**src/rtl/ocm_pkg.sv**
```systemverilog
`timescale 1ns / 1ps
// ----------------------------------------------------------------------------
// ocm_pkg
// Shared types and constants of the occupancy confusion metrics block.
// ----------------------------------------------------------------------------
package ocm_pkg;

	// Cell classification codes
	typedef enum logic [2:0] {
		CLS_TP  = 3'd0,
		CLS_TN  = 3'd1,
		CLS_FP  = 3'd2,
		CLS_FN  = 3'd3,
		CLS_UNK = 3'd4
	} cls_t;

	// Back-end sequencer states
	typedef enum logic [1:0] {
		BK_IDLE = 2'd0,
		BK_SUM  = 2'd1,
		BK_DIV  = 2'd2,
		BK_DONE = 2'd3
	} bk_state_t;

	localparam int unsigned CELL_W   = 18;
	localparam int unsigned PROB_W   = 17;
	localparam int unsigned Q_BITS   = 16;
	localparam int unsigned STEP_W   = 4;
	localparam int unsigned OUT_CNT_W = 32;
	localparam int unsigned IN_DATA_W  = 40;
	localparam int unsigned OUT_DATA_W = 184;

	localparam logic [PROB_W-1:0] THR_RESET = 17'd32768;
	localparam logic [PROB_W-1:0] Q16_ONE   = 17'd65536;
	localparam logic [STEP_W-1:0] STEP_LAST = 4'd15;

	// Register byte-address bit that selects the register index
	localparam logic REG_THRESHOLD = 1'b0;

endpackage

```
**src/rtl/ocm_queue.sv**
```systemverilog
`timescale 1ns / 1ps
// ----------------------------------------------------------------------------
// ocm_queue
// Small register FIFO between the classifier front end and the metric back end.
// ----------------------------------------------------------------------------
module ocm_queue #(
	parameter int unsigned WIDTH = 132,
	parameter int unsigned DEPTH = 4
) (
	input  logic             clk,
	input  logic             arst_n,
	input  logic             push,
	input  logic [WIDTH-1:0] push_data,
	output logic             full,
	input  logic             pop,
	output logic [WIDTH-1:0] pop_data,
	output logic             not_empty
);

	localparam int unsigned PTR_W = (DEPTH > 1) ? $clog2(DEPTH) : 1;
	localparam int unsigned CNT_W = $clog2(DEPTH + 1);

	logic [WIDTH-1:0] mem_q [DEPTH];
	logic [PTR_W-1:0] wr_ptr_q;
	logic [PTR_W-1:0] rd_ptr_q;
	logic [CNT_W-1:0] count_q;

	assign full      = (count_q == CNT_W'(DEPTH));
	assign not_empty = (count_q != '0);
	assign pop_data  = mem_q[rd_ptr_q];

	// Store pushed entries
	always_ff @(posedge clk) begin
		if (push) begin
			mem_q[wr_ptr_q] <= push_data;
		end
	end

	// Advance pointers and fill count
	always_ff @(posedge clk or negedge arst_n) begin
		if (!arst_n) begin
			wr_ptr_q <= '0;
			rd_ptr_q <= '0;
			count_q  <= '0;
		end else begin
			if (push) begin
				wr_ptr_q <= (wr_ptr_q == PTR_W'(DEPTH - 1)) ? '0 : wr_ptr_q + 1'b1;
			end
			if (pop) begin
				rd_ptr_q <= (rd_ptr_q == PTR_W'(DEPTH - 1)) ? '0 : rd_ptr_q + 1'b1;
			end
			if (push && !pop) begin
				count_q <= count_q + 1'b1;
			end else if (pop && !push) begin
				count_q <= count_q - 1'b1;
			end
		end
	end

endmodule

```
**src/rtl/ocm_front.sv**
```systemverilog
`timescale 1ns / 1ps
// ----------------------------------------------------------------------------
// ocm_front
// Accepts cell pairs, classifies them against the threshold, updates the
// saturating counters and pushes class, counts and last flag to the queue.
// ----------------------------------------------------------------------------
module ocm_front
	import ocm_pkg::*;
#(
	parameter int unsigned COUNT_WIDTH = 32
) (
	input  logic                         clk,
	input  logic                         arst_n,
	input  logic                         s_tvalid,
	output logic                         s_tready,
	input  logic [IN_DATA_W-1:0]         s_tdata,
	input  logic                         s_tuser,
	input  logic                         s_tlast,
	input  logic [PROB_W-1:0]            threshold,
	input  logic                         q_full,
	output logic                         q_push,
	output logic [4*COUNT_WIDTH+3:0]     q_data
);

	logic [CELL_W-1:0]      truth;
	logic [CELL_W-1:0]      test;
	logic                   unknown;
	logic                   truth_obs;
	logic                   test_obs;
	logic                   accept;
	logic                   count_en;
	cls_t                   cls;
	logic [COUNT_WIDTH-1:0] tp_q, tn_q, fp_q, fn_q;
	logic [COUNT_WIDTH-1:0] tp_nxt, tn_nxt, fp_nxt, fn_nxt;

	assign truth    = s_tdata[CELL_W-1:0];
	assign test     = s_tdata[2*CELL_W-1:CELL_W];
	assign s_tready = !q_full;
	assign accept   = s_tvalid && s_tready;
	assign q_push   = accept;

	// Classify the pair
	assign unknown   = truth[CELL_W-1] || test[CELL_W-1];
	assign truth_obs = truth[PROB_W-1:0] > threshold;
	assign test_obs  = test[PROB_W-1:0] > threshold;

	always_comb begin
		if (unknown) begin
			cls = CLS_UNK;
		end else if (truth_obs && test_obs) begin
			cls = CLS_TP;
		end else if (!truth_obs && !test_obs) begin
			cls = CLS_TN;
		end else if (test_obs) begin
			cls = CLS_FP;
		end else begin
			cls = CLS_FN;
		end
	end

	// Bump the selected counter, hold at full scale
	assign count_en = s_tuser && !unknown;
	assign tp_nxt = (count_en && cls == CLS_TP && tp_q != '1) ? tp_q + 1'b1 : tp_q;
	assign tn_nxt = (count_en && cls == CLS_TN && tn_q != '1) ? tn_q + 1'b1 : tn_q;
	assign fp_nxt = (count_en && cls == CLS_FP && fp_q != '1) ? fp_q + 1'b1 : fp_q;
	assign fn_nxt = (count_en && cls == CLS_FN && fn_q != '1) ? fn_q + 1'b1 : fn_q;

	always_ff @(posedge clk or negedge arst_n) begin
		if (!arst_n) begin
			tp_q <= '0;
			tn_q <= '0;
			fp_q <= '0;
			fn_q <= '0;
		end else if (accept) begin
			tp_q <= tp_nxt;
			tn_q <= tn_nxt;
			fp_q <= fp_nxt;
			fn_q <= fn_nxt;
		end
	end

	// Queue entry: last, class, tp, tn, fp, fn from the low bit up
	assign q_data = {fn_nxt, fp_nxt, tn_nxt, tp_nxt, cls, s_tlast};

endmodule

```
**src/rtl/ocm_back.sv**
```systemverilog
`timescale 1ns / 1ps
// ----------------------------------------------------------------------------
// ocm_back
// Drains the queue into the output register. On the last cell it forms the
// ratio sums and runs three restoring divider lanes, one quotient bit a cycle.
// ----------------------------------------------------------------------------
module ocm_back
	import ocm_pkg::*;
#(
	parameter int unsigned COUNT_WIDTH = 32
) (
	input  logic                     clk,
	input  logic                     arst_n,
	input  logic                     q_valid,
	input  logic [4*COUNT_WIDTH+3:0] q_data,
	output logic                     q_pop,
	output logic                     m_tvalid,
	input  logic                     m_tready,
	output logic [OUT_DATA_W-1:0]    m_tdata,
	output logic                     m_tuser
);

	localparam int unsigned CW   = COUNT_WIDTH;
	localparam int unsigned DW   = CW + 2;
	localparam int unsigned EXTW = (CW > OUT_CNT_W) ? CW : OUT_CNT_W;
	localparam int unsigned LANES = 3;

	bk_state_t            state_q, state_nxt;
	logic [STEP_W-1:0]    step_q;
	logic                 out_free;
	logic                 load_pass;
	logic                 load_res;
	logic                 take_last;
	logic                 entry_last;
	logic [4*CW+3:0]      hold_q;
	logic                 m_tvalid_q;
	logic [OUT_DATA_W-1:0] m_tdata_q;
	logic                 m_tuser_q;

	logic [DW-1:0]        den_q  [LANES];
	logic [DW-1:0]        r_q    [LANES];
	logic [Q_BITS-1:0]    quo_q  [LANES];
	logic                 full_q [LANES];
	logic [PROB_W-1:0]    ratio  [LANES];

	logic [CW-1:0]        h_tp, h_tn, h_fp, h_fn;
	logic [DW-1:0]        num_in [LANES];
	logic [DW-1:0]        den_in [LANES];

	// Widen or trim a count to the output field
	function automatic logic [OUT_CNT_W-1:0] cnt_out(input logic [CW-1:0] c);
		logic [EXTW-1:0] ext;
		ext = EXTW'(c);
		return ext[OUT_CNT_W-1:0];
	endfunction

	// Pack one result: class, four counts, three ratios from the low bit up
	function automatic logic [OUT_DATA_W-1:0] pack_out(
		input logic [4*CW+3:0]   e,
		input logic [PROB_W-1:0] prec,
		input logic [PROB_W-1:0] rec,
		input logic [PROB_W-1:0] acc
	);
		logic [3*PROB_W+4*OUT_CNT_W+2:0] body;
		body = {acc, rec, prec,
			cnt_out(e[4*CW+3:3*CW+4]), cnt_out(e[3*CW+3:2*CW+4]),
			cnt_out(e[2*CW+3:CW+4]), cnt_out(e[CW+3:4]), e[3:1]};
		return OUT_DATA_W'(body);
	endfunction

	assign entry_last = q_data[0];
	assign out_free   = !m_tvalid_q || m_tready;

	// Next state
	always_comb begin
		state_nxt = state_q;
		unique case (state_q)
			BK_IDLE: if (q_valid && entry_last) state_nxt = BK_SUM;
			BK_SUM:  state_nxt = BK_DIV;
			BK_DIV:  if (step_q == STEP_LAST) state_nxt = BK_DONE;
			BK_DONE: if (out_free) state_nxt = BK_IDLE;
			default: state_nxt = BK_IDLE;
		endcase
	end

	// Control outputs
	always_comb begin
		load_pass = 1'b0;
		take_last = 1'b0;
		load_res  = 1'b0;
		unique case (state_q)
			BK_IDLE: begin
				load_pass = q_valid && !entry_last && out_free;
				take_last = q_valid && entry_last;
			end
			BK_DONE: load_res = out_free;
			default: ;
		endcase
	end

	assign q_pop = load_pass || take_last;

	always_ff @(posedge clk or negedge arst_n) begin
		if (!arst_n) begin
			state_q <= BK_IDLE;
			step_q  <= '0;
		end else begin
			state_q <= state_nxt;
			if (state_q == BK_DIV) begin
				step_q <= step_q + 1'b1;
			end else begin
				step_q <= '0;
			end
		end
	end

	// Capture the last entry
	always_ff @(posedge clk) begin
		if (take_last) begin
			hold_q <= q_data;
		end
	end

	assign h_tp = hold_q[CW+3:4];
	assign h_tn = hold_q[2*CW+3:CW+4];
	assign h_fp = hold_q[3*CW+3:2*CW+4];
	assign h_fn = hold_q[4*CW+3:3*CW+4];

	// Ratio operands: precision, recall, accuracy
	assign num_in[0] = DW'(h_tp);
	assign den_in[0] = DW'(h_tp) + DW'(h_fp);
	assign num_in[1] = DW'(h_tp);
	assign den_in[1] = DW'(h_tp) + DW'(h_fn);
	assign num_in[2] = DW'(h_tp) + DW'(h_tn);
	assign den_in[2] = (DW'(h_tp) + DW'(h_tn)) + (DW'(h_fp) + DW'(h_fn));

	// Divider lanes, one quotient bit per cycle
	for (genvar l = 0; l < LANES; l++) begin : g_lane
		logic [DW:0]   r_dbl;
		logic          ge;
		logic [DW:0]   r_sub;

		assign r_dbl = {r_q[l], 1'b0};
		assign ge    = r_dbl >= {1'b0, den_q[l]};
		assign r_sub = r_dbl - {1'b0, den_q[l]};

		always_ff @(posedge clk) begin
			if (state_q == BK_SUM) begin
				r_q[l]   <= num_in[l];
				den_q[l] <= den_in[l];
				quo_q[l] <= '0;
			end else if (state_q == BK_DIV) begin
				if (step_q == '0) begin
					full_q[l] <= r_q[l] >= den_q[l];
				end
				r_q[l]   <= ge ? r_sub[DW-1:0] : r_dbl[DW-1:0];
				quo_q[l] <= {quo_q[l][Q_BITS-2:0], ge};
			end
		end

		assign ratio[l] = (den_q[l] == '0) ? '0 :
			full_q[l] ? Q16_ONE : {1'b0, quo_q[l]};
	end

	// Output register
	always_ff @(posedge clk or negedge arst_n) begin
		if (!arst_n) begin
			m_tvalid_q <= 1'b0;
		end else if (load_pass || load_res) begin
			m_tvalid_q <= 1'b1;
		end else if (m_tready) begin
			m_tvalid_q <= 1'b0;
		end
	end

	always_ff @(posedge clk) begin
		if (load_pass) begin
			m_tdata_q <= pack_out(q_data, '0, '0, '0);
			m_tuser_q <= 1'b0;
		end else if (load_res) begin
			m_tdata_q <= pack_out(hold_q, ratio[0], ratio[1], ratio[2]);
			m_tuser_q <= (den_q[2] != '0);
		end
	end

	assign m_tvalid = m_tvalid_q;
	assign m_tdata  = m_tdata_q;
	assign m_tuser  = m_tuser_q;

endmodule

```
**src/rtl/occupancy_confusion_metrics_core.sv**
```systemverilog
`timescale 1ns / 1ps
// ----------------------------------------------------------------------------
// occupancy_confusion_metrics_core
// Confusion-matrix counters and precision, recall and accuracy for a stream of
// ground-truth and test occupancy cell pairs.
// ----------------------------------------------------------------------------
// The front end takes one cell pair per cycle while the queue has room,
// classifies it and updates the four saturating counters on acceptance; a
// four-entry queue hands each cell to the back end, which returns one result
// per cell, one per cycle for ordinary cells while the output is not stalled.
// A last cell holds the back end for capture, operand sums, 16 steps of the
// three restoring divider lanes and result load; the front accepts until the
// queue fills. Obstacle threshold register: byte address 0, reset 0.5 (32768).
module occupancy_confusion_metrics_core
	import ocm_pkg::*;
#(
	parameter int unsigned COUNT_WIDTH = 32
) (
	input  logic                  clk,
	input  logic                  arst_n,
	// Cell pair stream
	input  logic                  s_tvalid,
	output logic                  s_tready,
	input  logic [IN_DATA_W-1:0]  s_tdata,   // truth_cell[17:0], test_cell[35:18], zero pad
	input  logic                  s_tuser,   // in_area
	input  logic                  s_tlast,   // last_cell
	// Result stream
	output logic                  m_tvalid,
	input  logic                  m_tready,
	output logic [OUT_DATA_W-1:0] m_tdata,   // cell_class[2:0], true_pos_count[34:3],
	                                         // true_neg_count[66:35], false_pos_count[98:67],
	                                         // false_neg_count[130:99], precision_q16[147:131],
	                                         // recall_q16[164:148], accuracy_q16[181:165], pad
	output logic                  m_tuser,   // metrics_valid
	// Register port
	input  logic                  psel,
	input  logic                  penable,
	input  logic                  pwrite,
	input  logic [2:0]            paddr,
	input  logic [31:0]           pwdata,
	output logic [31:0]           prdata,
	output logic                  pready
);

	localparam int unsigned QW = 4 * COUNT_WIDTH + 4;

	logic [PROB_W-1:0] threshold_q;
	logic              q_full;
	logic              q_push;
	logic [QW-1:0]     q_wdata;
	logic              q_pop;
	logic [QW-1:0]     q_rdata;
	logic              q_valid;

	// Register write and readback
	assign pready = 1'b1;

	always_ff @(posedge clk or negedge arst_n) begin
		if (!arst_n) begin
			threshold_q <= THR_RESET;
		end else if (psel && penable && pwrite && pready && paddr[2] == REG_THRESHOLD) begin
			threshold_q <= pwdata[PROB_W-1:0];
		end
	end

	assign prdata = (paddr[2] == REG_THRESHOLD) ? 32'(threshold_q) : '0;

	ocm_front #(
		.COUNT_WIDTH(COUNT_WIDTH)
	) u_front (
		.clk      (clk),
		.arst_n   (arst_n),
		.s_tvalid (s_tvalid),
		.s_tready (s_tready),
		.s_tdata  (s_tdata),
		.s_tuser  (s_tuser),
		.s_tlast  (s_tlast),
		.threshold(threshold_q),
		.q_full   (q_full),
		.q_push   (q_push),
		.q_data   (q_wdata)
	);

	ocm_queue #(
		.WIDTH(QW),
		.DEPTH(4)
	) u_queue (
		.clk      (clk),
		.arst_n   (arst_n),
		.push     (q_push),
		.push_data(q_wdata),
		.full     (q_full),
		.pop      (q_pop),
		.pop_data (q_rdata),
		.not_empty(q_valid)
	);

	ocm_back #(
		.COUNT_WIDTH(COUNT_WIDTH)
	) u_back (
		.clk     (clk),
		.arst_n  (arst_n),
		.q_valid (q_valid),
		.q_data  (q_rdata),
		.q_pop   (q_pop),
		.m_tvalid(m_tvalid),
		.m_tready(m_tready),
		.m_tdata (m_tdata),
		.m_tuser (m_tuser)
	);

endmodule
```
**config.mk**
```make
export PLATFORM = sky130hd
export DESIGN_NAME = occupancy_confusion_metrics_core
export DESIGN_NICKNAME = d
export VERILOG_FILES = /design/src/rtl/ocm_pkg.sv /design/src/rtl/ocm_queue.sv /design/src/rtl/ocm_front.sv /design/src/rtl/ocm_back.sv /design/src/rtl/occupancy_confusion_metrics_core.sv
export SDC_FILE = /design/constraint.sdc
export NUM_CORES = 2
export LEC_CHECK = 0
export BUFFER_PORTS_ARGS = -buffer_cell sky130_fd_sc_hd__clkbuf_2
export CAP_MARGIN = 30
export CORE_ASPECT_RATIO = 0.8
export CORE_MARGIN = 4
export CORE_UTILIZATION = 40
export CTS_CLUSTER_DIAMETER = 60
export DETAILED_ROUTE_END_ITERATION = 7
export PLACE_DENSITY = 0.57
export REMOVE_ABC_BUFFERS = 1
export SLEW_MARGIN = 20
export SYNTH_ARGS = -nofsm -noshare
export SYNTH_HDL_FRONTEND = slang
export SYNTH_SLANG_ARGS = --single-unit
```
**constraint.sdc**
```tcl
create_clock -name clk -period 6.65 [get_ports clk]
set_clock_uncertainty 0.15 [all_clocks]
set_input_delay 1.33 -clock clk [delete_from_list [all_inputs] [get_ports clk]]
set_output_delay 1.33 -clock clk [all_outputs]
set_load 0.01 [all_outputs]
```
# Yosys cells after proc, flatten, opt, wreduce, memory -nomap -nowiden

Memories as Yosys holds them, arrays and structs flattened.
Cells that the tools add are included.

Register bits: 474
RAM bits: 783
Input bits: 84
Output and inout bits: 220
Memories: 5

Memory list:

| memory        | words | width | read ports | clocked after memory_dff | write ports | line            | text |
|---|---|---|---|---|---|---|---|
| u_queue.mem_q | 4     | 132   | 1          | 0                        | 1           | ocm_queue.sv:23 | `logic [WIDTH-1:0] mem_q [DEPTH];` |
| u_back.den_q  | 3     | 34    | 3          | 0                        | 3           | ocm_back.sv:40  | `logic [DW-1:0] den_q [LANES];` |
| u_back.r_q    | 3     | 34    | 3          | 0                        | 3           | ocm_back.sv:41  | `logic [DW-1:0] r_q [LANES];` |
| u_back.quo_q  | 3     | 16    | 3          | 0                        | 3           | ocm_back.sv:42  | `logic [Q_BITS-1:0] quo_q [LANES];` |
| u_back.full_q | 3     | 1     | 3          | 0                        | 3           | ocm_back.sv:43  | `logic full_q [LANES];` |

$add $sub $neg: 17
Order comparisons: 8
Eq/ne operators: 17
Multiplexer cells: 51
Bitwise logic cells: 7
Reductions and logical operators: 44

Operator list:

| operator                                              | number |
|---|---|
| two-way mux 131 bit                                   | 2 |
| two-way mux 34 bit                                    | 6 |
| adder 32 x 32 -> 33 bit                               | 4 |
| adder 32 x 1 -> 32 bit, second input constant         | 4 |
| two-way mux 32 bit                                    | 4 |
| inequality test 32 bit, second input constant         | 4 |
| two-way mux 17 bit                                    | 7 |
| >= comparator 35 x 34 -> 1 bit                        | 3 |
| >= comparator 34 bit                                  | 3 |
| logical NOT 34 bit                                    | 3 |
| subtractor 34 bit                                     | 3 |
| two-way mux 16 bit                                    | 3 |
| adder 34 bit                                          | 1 |
| greater-than comparator 17 bit                        | 2 |
| nonzero test 34 bit                                   | 1 |
| logical AND 1 bit                                     | 20 |
| two-way mux 1 bit                                     | 17 |
| two-way mux 3 bit                                     | 5 |
| two-way mux 2 bit                                     | 5 |
| equality test 2 bit, second input constant            | 4 |
| logical NOT 1 bit                                     | 8 |
| one-hot mux 2 bit (4 select lines)                    | 1 |
| equality test 3 x 2 -> 1 bit, second input constant   | 2 |
| inequality test 2 x 1 -> 1 bit, second input constant | 3 |
| other kinds (18)                                      | 29 |

# Depth between registers and ports, before layout

Word-level depth: 10
Depth in mapped cells: 24
Gate-level depth less buffers: 24

# Cells and area by module

From an unflattened synthesis, not the netlist that was laid out.

Cells, all modules: 5028
Area, all modules: 65170.0 µm²

Modules (own cells, without submodules):

| module                           | instances | cells an instance | area each (µm²) |
|---|---|---|---|
| ocm_back                         | 1         | 3185              | 35631.7 |
| ocm_queue                        | 1         | 727               | 19437.4 |
| ocm_front                        | 1         | 1044              | 9163.8 |
| occupancy_confusion_metrics_core | 1         | 72                | 937.1 |

# Worst setup path before layout

Ideal clock, no wire load.

Path type: flip-flop to flip-flop
Start point: register u_queue.rd_ptr_q[0]
End point: register u_queue.count_q[1]
Setup time: 0.125 ns
Arrival time: 5.531 ns
Slack: 0.845 ns
Stages on the path, launching flop included: 9
Clock period less this slack: 5.805 ns
Cell sequence: dfrtp_1 > clkbuf_1 > mux4_2 > and3_1 > nor2_1 > ha_1 > inv_1 > fa_1 > mux2_2

Elaborated cells between the ends (all ways): 13
Classes of those cells: mux: 3; reduce/logical: 9; memory: 1

RTL lines:

| what                                                           | line            | text |
|---|---|---|
| from (decl)                                                    | ocm_queue.sv:25 | `logic [PTR_W-1:0] rd_ptr_q;` |
| from (signal assigned)                                         | ocm_queue.sv:50 | `rd_ptr_q <= (rd_ptr_q == PTR_W'(DEPTH - 1)) ? '0 : rd_ptr_q + 1'b1;` |
| memory (4 x 132 bit) *                                         | -               |  |
| logical AND 1 bit *                                            | ocm_back.sv:94  | `take_last = q_valid && entry_last;` |
| two-way mux 1 bit *                                            | ocm_back.sv:91  | `unique case (state_q)` |
| net u_back.take_last                                           | ocm_back.sv:33  | `logic take_last;` |
| logical OR 1 bit *                                             | ocm_back.sv:101 | `assign q_pop = load_pass \|\| take_last;` |
| logical NOT 1 bit                                              | ocm_queue.sv:52 | `if (push && !pop) begin` |
| logical AND 1 bit                                              | ocm_queue.sv:52 |  |
| two-way mux 3 bit / nonzero test 2 bit (equally long branches) | -               |  |
| to (signal assigned)                                           | ocm_queue.sv:53 | `count_q <= count_q + 1'b1;` |
| to (signal assigned)                                           | ocm_queue.sv:55 | `count_q <= count_q - 1'b1;` |
| to (decl)                                                      | ocm_queue.sv:26 | `logic [CNT_W-1:0] count_q;` |

The timed path passes the listed nets; every way through them passes the cells marked *.
A chain may end at the register's enable or synchronous reset.

==> impl_metrics.ini <==
[sta]
finalHoldWorstSlack_ps = 306.9
slew_headroom = 0.3116
fmax_ghz = 0.1666
finalCritPeriodShare = 0.9028
finalSetupViolations = 0
maxSlewViolCount = 0
worstMarginPinSlew_ps = 1033
period_needed_ps = 6004
rsz0062_at_grt = no
setup_tns_ps = 0
hold_viol = 0

[pwr]
total_leakage_power_nw = 28.58
power-per-cell-area_mw_per_mm2 = 602.2
irDropWorstVdd_uv = 315.5

[synth]
ys_seq_area_frac = 0.5551
async_reset_ff_frac = 0.1268
synth-edff-count = 1043
ys_types = 100
synth_cells = 5163
synth_top_area_cell = edfxtp_1
synthFlopType = edfxtp_1
netlist_area_mm2 = 0.06546
yosysMostFrequentCell = edfxtp_1
netlist_top_cells_count = edfxtp_1, ha_1, nand2_1
yosysWarnings = 0
syn_avg_cell_area_um2 = 12.68
synth_top_area_frac = 0.4784
synth-seq-cells = 1254
synthTopCellsByArea = edfxtp_1, ha_1, dfrtp_1, mux4_2, xnor2_1

[placement]
gp_congestion = 0.8890
port-buffer-count = 264
hpwl_um = 137000

[layout]
nNetsFinal = 5959
n_fill_cell = 14680
regArea_mm2 = 0.03635
multi_input_area_mm2 = 0.02770
areaGrowthSynthToFinish_pct = 13.07
final_layout_size_suffix_gt1_frac = 0.1606

[grt]
grt_pass1_vias = 41340
grt_max_degree = 133
grt_overflow = 0
antenna_found_initial = 12
grt_pass1_wl_um = 273800
track_usage = 0.2146

[floorplanning]
dieWidth_um = 460.3
start_util = 0.4036
rows = 132
die-area_mm2 = 0.1702
die_h_um = 369.8
ios = 304
core_mm2 = 0.1622

[clock_tree]
tritoncts = yes
cts_buffers = 140
cts_setup_buffers = 0
clock_sinks = 1254
cts_hold_buffers = 0
cts_buffer_depth = 3
ctsHtreeMaxLevel = 4
cts_resized = 0
cts_root_buf = clkbuf_16
clk_pin_slew_ps = 60
clock_latency_ps = 790

[flow_run]
drv_cap = 0

[critical_path]
crit_path_max_incr_delay_ps = 510
critPathLaunchType = register
cp.arrival_ps = 6350
cp_max_fo = 5
crit_chain = ha_1, a21o_1, a2111oi_0, nand4b_1, nand3_1, a21oi_1, o21a_1, nor2_1, o21bai_1, a21oi_1, xnor2_1, ha_1, and4_1, and2_1, a221oi_1, nor3b_1, a211oi_1, o21a_1, o21ai_0, a21oi_1, o41ai_1, xnor2_1
cp_num_buf_inv = 0
crit_required_ps = 7000
crit_slowest_cell = a2111oi_0
crit_type = register to register
path_common_cell = a21oi_1
cp_top_family = compound AO/OA/AOI/OAI gates
worstSetupEndpointType = register

[route]
avgRoutedWirePerCell_um = 23.97
initialDrtViolationCount = 3914
drc_errors = 0
first_pass_iters = 6
num_vias = 42910
viasPerCell = 5.560
routed_wirelength_um = 185000
ant_nets = 0

[status]
status = complete, no violations

[hold_path]
hp-class = register to register
[flip-flops by register name (all words and copies together) (netlist names), 48 cells and up]
name and cells:
u_queue.mem_q 528, u_back.m_tdata 182, u_back.hold_q 131, u_back.r_q 102, u_back.den_q 100, u_back.quo_q 48
[power breakdown]
group	switching [mW]	internal (mW)	leakage, nW	total, mW
clock	3.42	4.32	2.23	7.73
combinational	13.7	8.83	14.2	22.6
sequential	1.76	12.5	12.2	14.3
[placed cells by master, fill, tap and decap left out, types with 14 or more instances in the layout]
cell and instances:
edfxtp_1 1043, ha_1 408, nand2_1 339, nor2_1 304, xnor2_1 296, a21oi_1 293
clkbuf_2 263, inv_1 215, xor2_1 175, o21ai_0 170, dfrtp_1 156, mux2_2 154
a21o_1 144, clkbuf_16 141, mux4_2 132, nand3_1 124, nor3_1 95, nand4_1 94
and3_1 60, and2_1 55, a31oi_1 53, dfxtp_1 52, o21a_1 51, a22o_1 51
nor4_1 51, nor2b_1 46, nand2b_1 42, a211oi_1 37, mux2i_1 35, buf_4 35
clkbuf_1 28, or3_1 25, o21bai_1 22, o211ai_1 20, clkinv_2 19, conb_1 18
or2_2 15, clkinv_1 14
[through the flow]
step / area (µm²) / util / worst slack (ps) / power (mW) / std cells
final: 74020 / 0.4564 / 646.4 / 44.58 / 7717
after global routing: 74020 / 0.4564 / 238.6 / 47.68 / 7717
after CTS: 73990 / 0.4562 / 618.3 / 44.75 / 7714
after detailed placement: 69330 / 0.4274 / 668.9 / 36.79 / 7455
after global placement: 69290 / 0.4272 / 644.5 / 36.63 / 7452
after floorplan: 64740 / - / -12620 / 29.88 / 5002
[routing by layer]
metal	up-vias	track usage	wire (µm)
met1	21410	0.3219	88700
met3	188	0.03704	10980
li1	20070	-	-
met4	4	0.04818	3525
met5	-	0	27
met2	1241	0.3250	81730
[layout make-up]
cell class,instances,area share
Timing Repair Buffer,311,0.02432
Multi-Input combinational cell,3530,0.3742
Inverter,218,0.01112
Antenna cell,1,0.00003381
Sequential cell,1254,0.4911
Clock buffer,178,0.05076
Tap cell,2144,0.03624
Clock inverter,81,0.01220
[cell families after synthesis]
family | count (synthesis) | share of synthesized area
buffers and inverters | 395 | 0.02452
flip-flops | 1254 | 0.5551
AO/OA/AOI/OAI | 980 | 0.09880
XOR/XNOR | 472 | 0.06326
AND/OR/NAND/NOR | 1319 | 0.09960
other | 2 | 0.0001147
multiplexers | 321 | 0.07726
adder cells (fa/ha/maj) | 420 | 0.08131
[path summary, 6_finish.rpt]
kind                                      from                  end  slack [ps]  depth (start not counted)
setup / recovery             u_back.hold_q[77]  u_back.den_q[0][98]         650                         22
hold / removal             u_back.quo_q[0][15]  u_back.m_tdata[146]         310                          1
setup reg to reg             u_back.hold_q[77]  u_back.den_q[0][98]         650                         22
hold reg to reg            u_back.quo_q[0][15]  u_back.m_tdata[146]         310                          1
max in group asynchronous               arst_n       threshold_q[8]        4570                          2
min in group asynchronous               arst_n     u_front.tn_q[26]         450                          1
No activity file was read; power rests on OpenSTA's default activity.
